### src/rtl/hnm_pkg.sv
// Shared types and constants of the heightmap normal map block.
// No dependencies; every other file of the block imports this package.
package hnm_pkg;

  localparam int unsigned DefMaxWidth = 1024;
  localparam int unsigned CfgIdxW = 8;
  localparam int unsigned CfgDataW = 16;
  localparam int unsigned WidthRegW = 11;
  localparam int unsigned HeightRegW = 16;
  localparam int unsigned FifoDepth = 4;
  localparam int unsigned MagBits = 15;
  localparam int unsigned MetaStages = MagBits + 2;

  localparam logic [WidthRegW-1:0] WidthReset = 11'd1024;
  localparam logic [HeightRegW-1:0] HeightReset = 16'd1024;
  localparam logic [MagBits-1:0] OneQ14 = 15'd16384;
  localparam logic [15:0] VertTermSq = 16'd400;

  localparam logic [CfgIdxW-1:0] RegImageWidth = 8'd0;
  localparam logic [CfgIdxW-1:0] RegImageHeight = 8'd1;

  typedef struct packed {
    logic signed [8:0] gx;
    logic signed [8:0] gz;
    logic              border;
    logic              second;
    logic [9:0]        col;
    logic [15:0]       row;
  } hnm_item_t;

endpackage

### src/rtl/hnm_fifo.sv
// Short queue that decouples the line buffer front from the normalizing back.
// Depends on hnm_pkg for the item type and depth.
module hnm_fifo (
  input  logic              clk_i,
  input  logic              rst_ni,
  input  logic              push_i,
  input  hnm_pkg::hnm_item_t data_i,
  output logic              full_o,
  input  logic              pop_i,
  output hnm_pkg::hnm_item_t data_o,
  output logic              empty_o
);
  import hnm_pkg::*;

  localparam int unsigned PtrW = $clog2(FifoDepth);

  hnm_item_t        mem_q [FifoDepth];
  logic [PtrW-1:0]  wr_ptr_q, rd_ptr_q;
  logic [PtrW:0]    count_q;
  logic             do_push, do_pop;

  assign full_o  = (count_q == (PtrW+1)'(FifoDepth));
  assign empty_o = (count_q == '0);
  assign do_push = push_i && !full_o;
  assign do_pop  = pop_i && !empty_o;
  assign data_o  = mem_q[rd_ptr_q];

  always_ff @(posedge clk_i or negedge rst_ni) begin
    if (!rst_ni) begin
      wr_ptr_q <= '0;
      rd_ptr_q <= '0;
      count_q  <= '0;
    end else begin
      if (do_push) wr_ptr_q <= wr_ptr_q + 1'b1;
      if (do_pop) rd_ptr_q <= rd_ptr_q + 1'b1;
      if (do_push && !do_pop) count_q <= count_q + 1'b1;
      else if (do_pop && !do_push) count_q <= count_q - 1'b1;
    end
  end

  always_ff @(posedge clk_i) begin
    if (do_push) mem_q[wr_ptr_q] <= data_i;
  end

endmodule

### config.mk
export PLATFORM = sky130hd
export DESIGN_NAME = hnm_fifo
export DESIGN_NICKNAME = d
export VERILOG_FILES = /design/src/rtl/hnm_pkg.sv /design/src/rtl/hnm_fifo.sv
export SDC_FILE = /design/constraint.sdc
export NUM_CORES = 1
export LEC_CHECK = 0
export BUFFER_PORTS_ARGS = -buffer_cell sky130_fd_sc_hd__buf_2
export CORE_AREA = 4 4 119 121
export CTS_CLUSTER_SIZE = 40
export DETAILED_ROUTE_END_ITERATION = 16
export DIE_AREA = 0 0 123 125
export PLACE_DENSITY = 0.75
export SLEW_MARGIN = 15
export SYNTH_ARGS = -nofsm -noshare
export SYNTH_HDL_FRONTEND = slang
export SYNTH_SLANG_ARGS = --single-unit
### constraint.sdc
create_clock -name clk_i -period 3.9 [get_ports clk_i]
set_clock_uncertainty 0.2 [all_clocks]
set_input_delay 0.975 -clock clk_i [delete_from_list [all_inputs] [get_ports clk_i]]
set_output_delay 0.975 -clock clk_i [all_outputs]
set_load 0.03 [all_outputs]
==> run summary, run 1 <==
clk sinks: 191
# diodes: 0
kind of end point of the critical path: primary output
Routed WL: 12200 um
VDD IR max: 0.000438 V
Top delay family on crit path: flip-flops
Vias: 3162
final setup fails: 0
f_max: 295 MHz
end of the worst register-to-register path: count_q[2]
register area share after synthesis: 0.809
reg2reg start: count_q[2]
CTS root buffer: clkbuf_16
main area contributors after synthesis: edfxtp_1 (78%), mux4_2 (15%), dfrtp_1 (2.5%)
Die ar.: 0.0154 sq mm
total CTS buffers: 17
largest net degree at the start of global routing: 31
total core area: 0.0131 sq mm
Least-Margin Pin Slew: 0.579 ns
post-cts hold buffer count: 0
Bufs and invs on worst path: 2
cell chain of the critical path: buf_12, mux4_2, buf_2
slew margin rel.: 0.614
area leader, netlist: edfxtp_1
Die Y: 125 um
Routed WL per cell: 21.0 um
Final Hold Viols: 0
post-cts sizing count: 0
worst min path class: in2async
total power: 0.00694 W
outcome: finished, final reports clean
Placed Area: 0.00781 sq mm
vias in the first global route: 3403
# H-tree levels: 4
Pre-Repair DR Iteration Count: 4
share of cells above drive strength 1: 0.475
slowest CP cell: dfrtp_4
TritonCTS clock tree: yes
worst path arrival time: 2.22 ns
Syn Inst Count: 276
GRT busiest layer: met2
CP max stage delay: 0.69 ns
Synth Area per Inst: 25.5 sq um
DRC: 0
nets@finish: 447
Final Cell Area: 0.00841 sq mm
pwr dens: 825 mW/mm^2
drt via density: 5.45
max-slew violations: 0
met1 Track Usage GR: 0.230
CTS Buffer Depth: 2
grt met3 use: 0.0610
maxcap violations: 0
Startpoint Class: flop
IO Count: 98
#FFs+latches synth: 191
fin crit period: 3.39 ns
clk_lat worst skew: 0.42 ns
first-pass GRT wire length: 19200 um
Worst-path clk slew: 0.06 ns
flop2flop setup slack: 1.49 ns
CP Class: reg2out
Initial Util: 0.539
P&R area growth vs syn: 19.3%
Synth Cell Area: 0.00705 sq mm
Post-DP HPWL: 7530 um
GPL Wtd Cong: 0.702
antenna violations before repair: 1
DRT antenna net count: 0
I/O Buffers: 97
met2 Track Usage GR: 0.261
GRT overflow: 0
RSZ-0062 raised after global routing: false
Syn. warnings: 0
final setup TNS: 0 ns
Unique masters post-synth: 20
Iteration-0 DRC Markers: 184
global-route usage over all layers: 0.171
Worst Path Required: 2.72 ns
crit path max fanout: 30
die span in x: 123 um
share of the synthesized area in the top cell type: 0.784
Leak: 2.91 nW
period utilisation layout: 0.871
post-CTS setup buffers: 0
num rows: 42
Mapped Nets: 332
R2R depth: 8
-- cell families after synthesis --
kind of cell             count (synthesis)  synth area share
buffers and inverters                   15            0.0131
flip-flops                             191             0.809
adder cells (fa/ha/maj)                  6            0.0117
XOR/XNOR                                 6           0.00745
multiplexers                            48             0.150
AND/OR/NAND/NOR                         10           0.00887
-- cells in the final DEF, fill, tap and decap left out --
cell type / n
nand2_1: 1
nor2b_1: 1
ha_1: 5
and2_2: 4
clkinv_1: 1
nor3b_2: 1
fa_1: 1
buf_12: 4
clkbuf_1: 1
mux4_2: 46
bufinv_16: 3
clkinvlp_4: 5
clkinv_4: 2
buf_4: 6
dfrtp_1: 5
or3_1: 1
nand3_1: 1
edfxtp_1: 184
dfrtp_4: 1
mux2_2: 2
buf_2: 97
dfrtp_2: 1
xnor2_1: 4
nor2_1: 1
clkbuf_16: 17
xor2_1: 2
inv_1: 4
clkinv_2: 2
inv_6: 1
-- through the flow --
stage	hold slack, ns	utilization	setup WS, ns	instances
finish	0.177	0.643	0.505	580
global route	0.167	0.643	0.360	580
global placement	0.261	0.597	0.902	548
CTS	0.160	0.643	0.439	580
floorplan	0.245	-	0.934	276
detailed placement	0.297	0.597	0.900	548
-- worst max path at each step --
stage | start | to | slack, ns | cells after the start
final | rd_ptr_q[0] | data_o[45] | 0.51 | 3
after detailed placement | rd_ptr_q[0] | data_o[45] | 0.90 | 3
after CTS | rd_ptr_q[0] | data_o[45] | 0.44 | 3
after global routing | rd_ptr_q[0] | data_o[23] | 0.36 | 3
after floorplan | push_i | mem_q[0][0] | 0.93 | 3
after global placement | rd_ptr_q[0] | data_o[45] | 0.90 | 3
-- cells in the mapped netlist (all sizes together) --
master	number
or3	1
xor2	2
nor2b	1
dfrtp	7
nand3	1
mux2	2
clkbuf	1
buf	10
nor2	1
xnor2	4
nor3b	1
ha	5
and2	4
edfxtp	184
nand2	1
mux4	46
inv	4
fa	1
-- area by class of cell --
class                      instances  area (sq um)
clock inverter                    14           168
sequential                       191          5710
tap                              176           220
multi-input combinational         70          1260
inverter                           4          15.0
clock buffer                      18           429
timing repair buffer             107           611
fill                             862          4680
-- state kept, by name (all words and copies together), names as in the netlist --
| signal | count |
|---|---|
| count_q | 3 |
| mem_q | 184 |
| rd_ptr_q | 2 |
| wr_ptr_q | 2 |
-- report_power, final --
group	leakage (nW)	switching (W)	internal [W]
clock	0.276	0.000704	0.00101
sequential	1.77	0.000215	0.00272
combinational	0.867	0.00140	0.000893
-- routing by layer --
metal / wire, um / vias to the layer above / part of all wire
met2: 6120 / 90 / 0.50
met5: 9 / - / 0.00074
met4: 155 / 2 / 0.013
li1: - / 1396 / -
met3: 714 / 13 / 0.059
met1: 5180 / 1661 / 0.43
No activity file was read; power rests on OpenSTA's default activity.
==> run 2, diff against run 1 <==
==> constraint.sdc (replaced) <==
create_clock -name clk_i -period 3.95 [get_ports clk_i]
set_clock_uncertainty 0.2 [all_clocks]
set_input_delay 0.9875 -clock clk_i [delete_from_list [all_inputs] [get_ports clk_i]]
set_output_delay 0.9875 -clock clk_i [all_outputs]
set_load 0.03 [all_outputs]
==> run 2 against run 1 <==
Highest routed layer unchanged. Worst setup slack gained 0.062 ns. Critical path depth did not move. Cell area is 0.12% lower. Clock power fell by 2%. Via count increased by 0.19%. Core utilization decreased by 0.076 points. Power down 1.7%. Flip-flop and latch count is the same. Global-route usage down 0.39 points. Non-clock buffer count down 1.
==> run summary, run 2 (synthesis results as in run 1) <==
drt via density: 5.47 (+0.36%)
Iteration-0 DRC Markers: 204 (+11%)
largest net degree at the start of global routing: 31 (unchanged)
I/O Buffers: 97 (unchanged)
internal power: 0.00456 W (-1.2%)
clk_lat worst skew: 0.42 ns (about the same)
kind of end point of the critical path: primary output
commonest non-fill, non-tap cell in the layout: edfxtp_1
final setup TNS: 0 ns (unchanged)
placed cells: 547 (-0.18%)
CP Class: reg2out
TritonCTS clock tree: yes
clk sinks: 191 (unchanged)
Leak: 2.90 nW (-0.39%)
period utilisation layout: 0.856
most frequent cells in the layout: edfxtp_1 (184), buf_2 (97), mux4_2 (46), clkbuf_16 (17)
CTS root buffer: clkbuf_16
outcome: finished, final reports clean
Vias: 3168 (+0.19%)
maxcap violations: 0 (unchanged)
Routed WL per cell: 20.4 um (-3.0%)
pwr dens: 813 mW/mm^2 (-1.5%)
final setup fails: 0 (unchanged)
DRC: 0 (unchanged)
vias in the first global route: 3393 (-0.29%)
max-slew violations: 0 (unchanged)
Startpoint Class: flop
sequential power share: 0.423 (about the same)
slew margin rel.: 0.546 (-0.0682)
post-cts hold buffer count: 0 (unchanged)
die span in x: 123 um (unchanged)
worst path arrival time: 2.20 ns (-0.02 ns)
antenna violations before repair: 2 (+1)
post-cts sizing count: 0 (unchanged)
Most flops, register: mem_q
P&R area growth vs syn: 19.2%
f_max: 296 MHz
Initial Util: 0.539 (unchanged)
# diodes: 0 (unchanged)
crit path max fanout: 30 (unchanged)
Placed Area: 0.00782 sq mm (about the same)
share of cells above drive strength 1: 0.467 (-0.00875)
Layout fillers: 853 (-1.0%)
GPL Wtd Cong: 0.716 (+2.0%)
Final Hold Viols: 0 (unchanged)
Least-Margin Pin Slew: 0.681 ns (+0.102 ns)
IO Count: 98 (unchanged)
# H-tree levels: 4 (unchanged)
Post-DP HPWL: 7500 um (-0.35%)
Routed WL: 11800 um (-3.1%)
DRT antenna net count: 0 (unchanged)
first-pass GRT wire length: 18800 um (-1.8%)
VDD IR max: 0.000512 V (+17%)
nets@finish: 446 (-0.22%)
Final Cell Area: 0.00840 sq mm (-0.12%)
Sw Ratio: 0.332 (-0.00299)
Gate power share: 0.332 (about the same)
global-route usage over all layers: 0.167 (-0.00386)
num rows: 42 (unchanged)
fin crit period: 3.38 ns
CP max stage delay: 0.68 ns (about the same)
Worst Path Required: 2.76 ns (+0.04 ns)
total core area: 0.0131 sq mm (unchanged)
Worst-path clk slew: 0.06 ns (about the same)
Die Y: 125 um (unchanged)
Final Non-Filler Cells: 579 (-0.17%)
Clock Power Share: 0.245 (about the same)
R2R depth: 4 (-4)
worst min path class: in2async
max reg flops: 184 (unchanged)
cell chain of the critical path: buf_12, mux4_2, buf_2
GRT overflow: 0 (unchanged)
biggest regs: mem_q x184, count_q x3
Final Core Density: 0.642 (-0.000765)
Die ar.: 0.0154 sq mm (unchanged)
CTS Buffer Depth: 2 (unchanged)
switching power: 0.00227 W (-2.5%)
post-CTS setup buffers: 0 (unchanged)
RSZ-0062 raised after global routing: false
slowest CP cell: dfrtp_4
total CTS buffers: 17 (unchanged)
Pre-Repair DR Iteration Count: 4 (unchanged)
==> run 2: cell count changes in the layout (fill, tap and decap cells not counted), sizes merged <==
cell    previous run  this run
inv                5         4
buf              107       106
clkinv             5         3
clkbuf            18        21
==> run 2: through the flow <==
stage / setup WS (ns) / hold slack [ns] / power (W)
final: 0.567 / 0.193 / 0.00683
after CTS: 0.473 / 0.174 / 0.00692
after floorplan: 0.971 / 0.245 / 0.00458
after global placement: 0.947 / 0.273 / 0.00522
after detailed placement: 0.933 / 0.284 / 0.00525
after global routing: 0.406 / 0.183 / 0.00715
==> run 2: worst max-delay path, delay by kind of cell (launching register included) <==
kind                   cells  cell delay (ns)
buffers and inverters      2             0.51
muxes                      1             0.56
DFF                        1             0.68
==> run 2: layer usage <==
layer  vias up  GRT usage  part of all wire
met5         -          0            0.0012
met1      1662      0.232              0.42
li1       1391          -                 -
met4         4     0.0645             0.017
met3        23     0.0519             0.064
met2        88      0.252              0.50
==> run 2: area by class of cell <==
cell class              instances  area, sq um  area share
clock buffers                  21          440      0.0524
repair buffers                106          616      0.0733
flip-flops and latches        191         5710       0.679
well taps                     176          220      0.0262
clock inverters                11          141      0.0168
inverters                       4         15.0     0.00179
multi-input cells              70         1260       0.150
==> run 2: path summary, 6_finish.rpt <==
| check | startpoint | to | slack [ns] |
|---|---|---|---|
| setup / recovery | rd_ptr_q[0] | data_o[17] | 0.57 |
| hold / removal | rst_ni | count_q[2] | 0.19 |
| setup reg to reg | count_q[2] | mem_q[2][28] | 1.49 |
| hold reg to reg | count_q[2] | count_q[2] | 0.32 |
| max in group asynchronous | rst_ni | rd_ptr_q[0] | 3.18 |
| min in group clk_i | count_q[2] | count_q[2] | 0.32 |
==> run 2: power by group through the flow <==
stage | clock network, W | registers [W] | logic, W
after floorplan | 0 | 0.00281 | 0.00177
after global placement | 0 | 0.00292 | 0.00230
after detailed placement | 0 | 0.00295 | 0.00231
after CTS | 0.00170 | 0.00290 | 0.00232
after global routing | 0.00179 | 0.00294 | 0.00241
final | 0.00167 | 0.00289 | 0.00227
==> run 3, diff against run 2 <==
==> constraint.sdc (replaced) <==
create_clock -name clk_i -period 3.7 [get_ports clk_i]
set_clock_uncertainty 0.2 [all_clocks]
set_input_delay 0.925 -clock clk_i [delete_from_list [all_inputs] [get_ports clk_i]]
set_output_delay 0.925 -clock clk_i [all_outputs]
set_load 0.03 [all_outputs]
==> run 3 against run 2 <==
Worst setup slack worse by 0.20 ns. Largest power group unchanged. Critical path type unchanged. Hold slack worse by 0.069 ns. Final cell count unchanged. Routed wire length up 1.5%. Largest cell class unchanged.
==> run summary, run 3 (synthesis results as in run 1) <==
outcome: finished, final reports clean
largest net degree at the start of global routing: 31 (unchanged)
placed cells: 548 (+0.18%)
total CTS buffers: 17 (unchanged)
Worst-path clk slew: 0.06 ns (about the same)
Final Hold Viols: 0 (unchanged)
Die Y: 125 um (unchanged)
global-route usage over all layers: 0.170 (+0.00290)
final setup fails: 0 (unchanged)
most frequent cells in the layout: edfxtp_1 (184), buf_2 (97), mux4_2 (46), clkbuf_16 (17), buf_4 (6)
max reg flops: 184 (unchanged)
Routed WL per cell: 20.7 um (+1.5%)
Routed WL: 12000 um (+1.5%)
slew margin rel.: 0.622 (+0.0764)
GPL Wtd Cong: 0.677 (-5.4%)
Die ar.: 0.0154 sq mm (unchanged)
DRC: 0 (unchanged)
Pre-Repair DR Iteration Count: 4 (unchanged)
Sw Ratio: 0.329 (-0.00323)
post-cts sizing count: 0 (unchanged)
flop2flop setup slack: 1.21 ns (-0.28 ns)
end of the worst register-to-register path: count_q[2]
P&R area growth vs syn: 19.4%
RSZ-0062 raised after global routing: false
switching power: 0.00241 W (+6.5%)
biggest regs: mem_q x184, count_q x3
DRT antenna net count: 0 (unchanged)
pwr dens: 872 mW/mm^2 (+7.3%)
f_max: 300 MHz
nets@finish: 447 (+0.22%)
GRT overflow: 0 (unchanged)
num rows: 42 (unchanged)
antenna violations before repair: 2 (unchanged)
kind of end point of the critical path: primary output
R2R depth: 8 (+4)
clk_lat worst skew: 0.42 ns (about the same)
worst min path class: in2async
post-cts hold buffer count: 0 (unchanged)
final setup TNS: 0 ns (unchanged)
internal power: 0.00493 W (+8.0%)
IO Count: 98 (unchanged)
maxcap violations: 0 (unchanged)
post-CTS setup buffers: 0 (unchanged)
Least-Margin Pin Slew: 0.567 ns (-0.115 ns)
sequential power share: 0.421 (-0.002)
# diodes: 0 (unchanged)
max-slew violations: 0 (unchanged)
CTS root buffer: clkbuf_16
Startpoint Class: flop
reg2reg start: count_q[2]
TritonCTS clock tree: yes
Hold WS: 0.124 ns (-0.0688 ns)
first-pass GRT wire length: 19200 um (+1.7%)
CP Class: reg2out
Final Non-Filler Cells: 579 (unchanged)
CTS Buffer Depth: 2 (unchanged)
# H-tree levels: 4 (unchanged)
die span in x: 123 um (unchanged)
Worst Path Required: 2.57 ns (-0.19 ns)
commonest non-fill, non-tap cell in the layout: edfxtp_1
crit path max fanout: 30 (unchanged)
total core area: 0.0131 sq mm (unchanged)
Gate power share: 0.327 (-0.005)
VDD IR max: 0.000436 V (-15%)
vias in the first global route: 3397 (+0.12%)
Initial Util: 0.539 (unchanged)
Leak: 2.93 nW (+1.0%)
Most flops, register: mem_q
share of cells above drive strength 1: 0.471 (+0.00496)
Vias: 3100 (-2.1%)
Post-DP HPWL: 7380 um (-1.6%)
drt via density: 5.35 (-2.1%)
Clock Power Share: 0.252 (+0.007)
clk sinks: 191 (unchanged)
fin crit period: 3.33 ns
period utilisation layout: 0.900
worst path arrival time: 2.20 ns (about the same)
Iteration-0 DRC Markers: 213 (+4.4%)
I/O Buffers: 97 (unchanged)
==> run 3: cell count changes in the layout (fill, tap and decap cells not counted) <==
cell	before	now
clkinvlp_4	5	1
clkinv_4	0	2
buf_4	4	6
bufinv_16	3	4
clkinv_2	2	4
clkbuf_1	4	2
buf_12	5	4
==> run 3: layout make-up <==
cell class | instances | area [sq um]
flip-flops and latches | 191 | 5710
well taps | 176 | 220
repair buffers | 107 | 611
multi-input cells | 70 | 1260
fillers | 852 | 4670
clock inverters | 12 | 169
inverters | 4 | 15.0
clock buffers | 19 | 433
==> run 3: worst max path at each step <==
stage	startpoint	end	slack, ns	cells after the start
6_report	rd_ptr_q[0]	data_o[41]	0.37	3
3_5_place_dp	rd_ptr_q[0]	data_o[45]	0.76	3
3_3_place_gp	rd_ptr_q[0]	data_o[45]	0.75	3
2_1_floorplan	push_i	mem_q[0][0]	0.78	3
4_1_cts	rd_ptr_q[0]	data_o[45]	0.30	3
5_1_grt	rd_ptr_q[0]	data_o[45]	0.22	3
==> run 3: per-layer routing <==
layer	up-vias	part of all wire	GRT usage
met5	-	0.0013	0
met1	1603	0.42	0.230
li1	1391	-	-
met3	20	0.065	0.0619
met2	82	0.50	0.259
met4	4	0.015	0.0606
==> run 3: power by group through the flow <==
stage	sequential, W	clock (W)	combinational, W
detailed placement	0.00314	0	0.00245
floorplan	0.00300	0	0.00189
global placement	0.00311	0	0.00244
CTS	0.00310	0.00189	0.00246
global route	0.00314	0.00199	0.00256
finish	0.00309	0.00185	0.00240
==> run 3: per-stage QoR <==
step / util / worst slack, ns / instance area (sq um) / total power [W]
6_report: 0.643 / 0.371 / 8410 / 0.00734
5_1_grt: 0.643 / 0.218 / 8410 / 0.00770
4_1_cts: 0.643 / 0.298 / 8410 / 0.00745
3_5_place_dp: 0.597 / 0.765 / 7810 / 0.00560
3_3_place_gp: 0.597 / 0.753 / 7810 / 0.00556
2_1_floorplan: - / 0.784 / 7050 / 0.00489
==> run 3: critical path: stages, from the launching register on <==
cell and delay [ns]:
dfrtp_4 0.68, buf_12 0.32, mux4_2 0.55, buf_2 0.19
